===== config.mk =====
export PLATFORM = sky130hd
export DESIGN_NAME = rkc_ctrl
export DESIGN_NICKNAME = d
export VERILOG_FILES = /design/src/design/rkc_pkg.sv /design/src/design/rkc_ctrl.sv
export VERILOG_INCLUDE_DIRS = /design/src /design/src/design
export SDC_FILE = /design/constraint.sdc
export NUM_CORES = 1
export LEC_CHECK = 0
export BUFFER_PORTS_ARGS = -buffer_cell sky130_fd_sc_hd__buf_2
export CAP_MARGIN = 20
export CORE_AREA = 2 2 39 41
export DETAILED_ROUTE_END_ITERATION = 8
export DIE_AREA = 0 0 41 43
export GPL_ROUTABILITY_DRIVEN = 0
export SLEW_MARGIN = 20
export SYNTH_ARGS = -nofsm -noshare
export SYNTH_HDL_FRONTEND = slang
export SYNTH_SLANG_ARGS = --single-unit

===== constraint.sdc =====
create_clock -name clk -period 1.4 [get_ports clk]
set_input_delay 0.14 -clock clk [delete_from_list [all_inputs] [get_ports clk]]
set_output_delay 0.14 -clock clk [all_outputs]
set_load 0.03 [all_outputs]

===== src/design/assert_macros.svh =====
// Assertion helpers shared by the RTL of the kernel convolution block.
// Every macro expects signals named clk and rst in the calling scope.
`ifndef ASSERT_MACROS_SVH
`define ASSERT_MACROS_SVH

`ifndef SYNTHESIS
// same-cycle implication
`define RKC_ASSERT_IMPLY(lbl, ante, cons, msg) \
  lbl: assert property (@(posedge clk) disable iff (rst) (ante) |-> (cons)) else $error(msg);
// next-cycle implication
`define RKC_ASSERT_NEXT(lbl, ante, cons, msg) \
  lbl: assert property (@(posedge clk) disable iff (rst) (ante) |=> (cons)) else $error(msg);
`else
`define RKC_ASSERT_IMPLY(lbl, ante, cons, msg)
`define RKC_ASSERT_NEXT(lbl, ante, cons, msg)
`endif

`endif


===== src/design/rkc_pkg.sv =====
// Shared types and constants of the RGB kernel convolution block.
// No dependencies.
`timescale 1ns / 1ps
`default_nettype none

package rkc_pkg;

  localparam int DIM_W      = 11;
  localparam int PIX_W      = 8;
  localparam int RGB_W      = 3 * PIX_W;
  localparam int COEF_W     = 16;
  localparam int CIDX_W     = 5;
  localparam int MODE_W     = 2;
  localparam int RAD_W      = 2;
  localparam int CFG_IDX_W  = 2;
  localparam int CFG_DATA_W = 11;

  localparam logic [MODE_W-1:0] MODE_COEF  = 2'd0;
  localparam logic [MODE_W-1:0] MODE_PIXEL = 2'd1;
  localparam logic [MODE_W-1:0] MODE_FLUSH = 2'd2;
  localparam logic [MODE_W-1:0] MODE_NONE  = 2'd3;

  localparam logic [CFG_IDX_W-1:0] REG_RADIUS = 2'd0;
  localparam logic [CFG_IDX_W-1:0] REG_WIDTH  = 2'd1;
  localparam logic [CFG_IDX_W-1:0] REG_HEIGHT = 2'd2;

  typedef enum logic [2:0] {
    S_IDLE,
    S_CHECK,
    S_RUN,
    S_DRAIN,
    S_EMIT
  } state_t;

  typedef struct packed {
    logic [MODE_W-1:0]        mode;
    logic [PIX_W-1:0]         pixel_red;
    logic [PIX_W-1:0]         pixel_green;
    logic [PIX_W-1:0]         pixel_blue;
    logic [CIDX_W-1:0]        coef_index;
    logic signed [COEF_W-1:0] coef_value;
  } in_item_t;

  typedef struct packed {
    logic [PIX_W-1:0] out_red;
    logic [PIX_W-1:0] out_green;
    logic [PIX_W-1:0] out_blue;
    logic             frame_end;
  } out_item_t;

  // controller -> datapath
  typedef struct packed {
    logic take;
    logic tap_start;
    logic tap_step;
    logic emit;
  } cmd_t;

  // datapath -> controller
  typedef struct packed {
    logic can_emit;
    logic tap_last;
    logic pipe_busy;
    logic out_free;
  } sts_t;

endpackage

`default_nettype wire


===== src/design/rkc_ctrl.sv =====
// Sequencer of the kernel convolution block: takes items, runs the tap loop
// and hands results out. Depends on rkc_pkg and assert_macros.svh.
`timescale 1ns / 1ps
`default_nettype none
`include "assert_macros.svh"

module rkc_ctrl (
  input  wire logic                      clk,
  input  wire logic                      rst,
  input  wire logic                      in_valid,
  input  wire logic [rkc_pkg::MODE_W-1:0] in_mode,
  output logic                           in_ready,
  input  wire rkc_pkg::sts_t             sts,
  output rkc_pkg::cmd_t                  cmd
);
  import rkc_pkg::*;

  state_t state, state_next;

  always_ff @(posedge clk) begin
    if (rst) begin
      state <= S_IDLE;
    end else begin
      state <= state_next;
    end
  end

  always_comb begin
    state_next = state;
    case (state)
      S_IDLE: begin
        if (in_valid && (in_mode == MODE_PIXEL || in_mode == MODE_FLUSH)) begin
          state_next = S_CHECK;
        end
      end
      S_CHECK: begin
        state_next = sts.can_emit ? S_RUN : S_IDLE;
      end
      S_RUN: begin
        if (sts.tap_last) begin
          state_next = S_DRAIN;
        end
      end
      S_DRAIN: begin
        if (!sts.pipe_busy) begin
          state_next = S_EMIT;
        end
      end
      S_EMIT: begin
        if (sts.out_free) begin
          state_next = S_IDLE;
        end
      end
      default: state_next = S_IDLE;
    endcase
  end

  always_comb begin
    in_ready      = (state == S_IDLE);
    cmd.take      = (state == S_IDLE) && in_valid;
    cmd.tap_start = (state == S_CHECK) && sts.can_emit;
    cmd.tap_step  = (state == S_RUN);
    cmd.emit      = (state == S_EMIT) && sts.out_free;
  end

  `RKC_ASSERT_IMPLY(a_emit_slot_free, cmd.emit, sts.out_free, "result written over a pending one")
  `RKC_ASSERT_IMPLY(a_emit_drained, cmd.emit, !sts.pipe_busy, "result taken before sums settled")
  `RKC_ASSERT_NEXT(a_check_no_result, (state == S_CHECK) && !sts.can_emit, state == S_IDLE, "no-result check did not return to idle")

endmodule

`default_nettype wire


# Word-level counts from Yosys, hierarchy flattened
# Index checks and enable logic that the tools add are counted.
# word_totals
reg_bits,3
inputBits,9
out_inout_bits,5
word_cells,24
# classes
eq_ne,10
muxes,6
reduce_logical,7
# ops
cell,count
case mux 3 bit (5 select lines),1
two-way mux 3 bit,4
equality test 3 x 2 -> 1 bit (second input constant),2
inequality test 2 bit (second input constant),3
logical AND 1 bit,4
AND reduction 4 bit,1
equality test 3 x 1 -> 1 bit (second input constant),1
equality test 3 bit (second input constant),1
zero test 3 bit,1
equality test 2 x 1 -> 1 bit (second input constant),1
equality test 2 bit (second input constant),1
two-way mux 2 bit,1
inequality test 2 x 1 -> 1 bit (second input constant),1
logical OR 1 bit,1

# Longest topological paths before layout
# logic_depth
depth_word,5
mapped_depth,3

# Least setup slack after synthesis
# Ideal clock, no wire load.
# synth_path
kind,register -> output
from,register state[0]
to,output port cmd[3] (netlist name)
arrival_time_ns,1.511
required_ns,1.260
slack_ns,-0.251
stages_incl_launch_ff,4
path_cell_list,dfxtp_1 buf_6 nor3_1 and2_1
# synth_lines
element,line,source
from (decl),rkc_ctrl.sv:18,"state_t state, state_next;"
from (signal assigned),rkc_ctrl.sv:24,state <= state_next;
to (decl),rkc_ctrl.sv:14,output rkc_pkg::cmd_t cmd

==> metrics <==
clock share of power=47.8%; Critical Path Fanout Max=9; area added between synthesis and finish=56.6%; registers with the most flip-flops=state: 3 flops; count of final hold-check violations=0; post-route design area=343 um^2; number of violations reported at the end of detailed-routing iteration 0=0; area of the mapped netlist=219 um^2; post-detailed-route wirelength per cell=between 9 and 10 um; number of placed I/O pins=14; switching share of total power=27.9%; antenna violations before repair=0; deepest level of the CTS H-tree=1; actual transition at the worst max-transition pin=roughly 0.28 ns; Combinational Power Share=21.8%; internal power=231 uW; aggregate routed wire length=511 um; max-capacitance violation count=0; FP Rows=14; Post-Synthesis Net Count=31; detailed-route DRC error count=0; buffer levels on the longest clock path=2; pin count of the biggest net entering global routing=11; number of nets with antenna violations after routing=0; fmax=0.758 GHz; worst slack at placement=0.128 ns; Vert. Die Dim=43 um; startpoint type of the worst setup path=register; Final HPWL DP=395 um; register bank with the most flops=state; number of global-route vias before repair=211; Total Neg Setup Slack=0 ns; Crit Path Class=reg -> out; Antenna diodes=0; Seq pwr share=30.3%; post-layout min period=1.32 ns; count of clock tree sinks=3; aggregate global routing overflow=0; total placed instance area=just over 300 um^2; post-synthesis sequential area ratio=27.4%; hold buffers post-CTS=0; proportion of layout cells with a drive suffix above 1=a little over 60%; IO buf count=13; Static Leakage=0.000145 uW; clock edge transition at the registers on the reported setup and hold paths=0.04 ns; Final Setup Violations=0; CORE AREA=1380 um^2; dominant cell type by area after synthesis=sky130_fd_sc_hd__dfxtp_1; final critical-path share of the clock period=94.3%; dominant delay contributor by cell family on the critical path=flip-flops; data required time of the worst path=1.26 ns; worst voltage drop across the vdd grid=0.000237 V; status=completed; Buf+Inv Stages, Crit Path=1; top cell type's share of synthesized area=27.4%; pins over their slew limit=0; RSZ-0062 raised after global routing=no; pwr dens=between 900 and 1000 nW/um^2; CP Data Arrival Time=about 1.2 ns; fill cell instance count of the final layout=159; Final Core Density=about a quarter; number of buffers added by the clock tree synthesis step=3; endpoint kind of the worst setup timing path=primary output; cells traversed along the worst timing path=nor4bb_2 -> buf_2; clock latency at the later pin of the worst-skew pair=0.23 ns; net switching power figure=89.4 uW; Syn Area/Cell=~10 um^2; number of unique standard cell types used by synthesis=18; global-route usage over all layers=7.33%; count of synthesis-stage warnings from yosys=0; peak per-stage delay on the critical path=0.47 ns; Final Skew=0.000383 ns; Post-Synthesis Cells=22; root cell of the clock tree=sky130_fd_sc_hd__clkbuf_4; largest cells by area after synthesis=sky130_fd_sc_hd__dfxtp_1 (27%), sky130_fd_sc_hd__o32ai_2 (7.4%), sky130_fd_sc_hd__or4b_4 (6.3%); via density per instance=~4.1; # nets final=49; first-pass detailed-route iteration total=1; Die Footprint=1760 um^2; Slowest-stage cell, CP=sky130_fd_sc_hd__dfxtp_1; flip-flop and latch count after synthesis=3; global-route wire length before repair=855 um; total via count after detailed routing=between 200 and 250; Final Worst Setup Slack=0.0801 ns; Die Span X=between 40 and 50 um; initial core utilization=around 16%; flip-flop count of the largest register, all copies and words added=3; CTS tree=built; hold crit path type=in -> reg; Slew Limit Headroom=81.1%; reg-to-reg slack, setup=0.11 ns
## cell type report
class,instances,area [um^2],area share [%]
Multi-Input combinational cell,18,159,46.4
Timing Repair Buffer,14,75.1,21.9
Tap cell,16,20.0,5.84
Sequential cell,3,62.6,18.2
Clock buffer,4,26.3,7.66
## through the flow
stage | hold slack (ns) | power [uW] | cells
4_1_cts | 0.103 | 326 | 55
3_5_place_dp | 0.352 | 167 | 51
3_3_place_gp | 0.350 | 167 | 51
5_1_grt | 0.117 | 343 | 55
6_report | 0.110 | 320 | 55
2_1_floorplan | 0.209 | 143 | 22
## cell usage in the layout (no fill, tap or decap), drive strengths merged, types with 2 or more instances in the layout
cell type	count
buf	13
clkbuf	5
dfxtp	3
a21oi	2
nor3	2
or4b	2
## path summary, 6_finish.rpt
path / from / end / depth (start not counted)
setup / recovery: state[2] / cmd[0] / 2
hold reg to reg: state[0] / state[1] / 2
setup reg to reg: state[2] / state[0] / 2
hold / removal: rst / state[2] / 2
## logic make-up after synthesis
family,share of synthesized area [%]
simple gates,46.9
compound gates,12.0
flops,27.4
xor+xnor,4.00
mux,4.57
buf+inv,5.14
## power groups by stage
stage	Combinational (uW)	Clock, uW	Sequential [uW]
after floorplan	49.3	0	94.2
after global placement	69.3	0	97.7
after detailed placement	69.3	0	98.0
after CTS	69.7	160	96.6
after global routing	76.8	168	98.2
final	70.0	153	97.2
## worst reg2reg max path: cells and delay by family (launching register included)
| family | cells | cell delay [ns] |
|---|---|---|
| flip-flops | 1 | 0.38 |
| AO/OA/AOI/OAI | 1 | 0.26 |
| AND/OR/NAND/NOR | 1 | 0.56 |
## routing by layer
layer	track usage [%]	part of all wire, %	vias up
li1	-	-	119
met1	9.97	48	94
met2	8.44	42	11
met3	3.14	9.6	0
met4	6.00	0	0
met5	0	0	-
## synth_stat cells, drive strengths merged
library cell / n
a21oi: 2
nand4bb: 1
or3b: 1
xnor2: 1
buf: 1
nor3b: 1
nand2: 1
or4b: 2
o32ai: 1
mux2i: 1
nor3: 2
and2: 1
nor2b: 1
nor4bb: 1
and3b: 1
nor4: 1
dfxtp: 3
## what timing repair did
item                                    4_1_cts  5_1_grt
resized for setup                             0        3
setup buffers                                 0        0
endpoints found under the setup margin        0        2
Power figures use the tool's default switching activity.
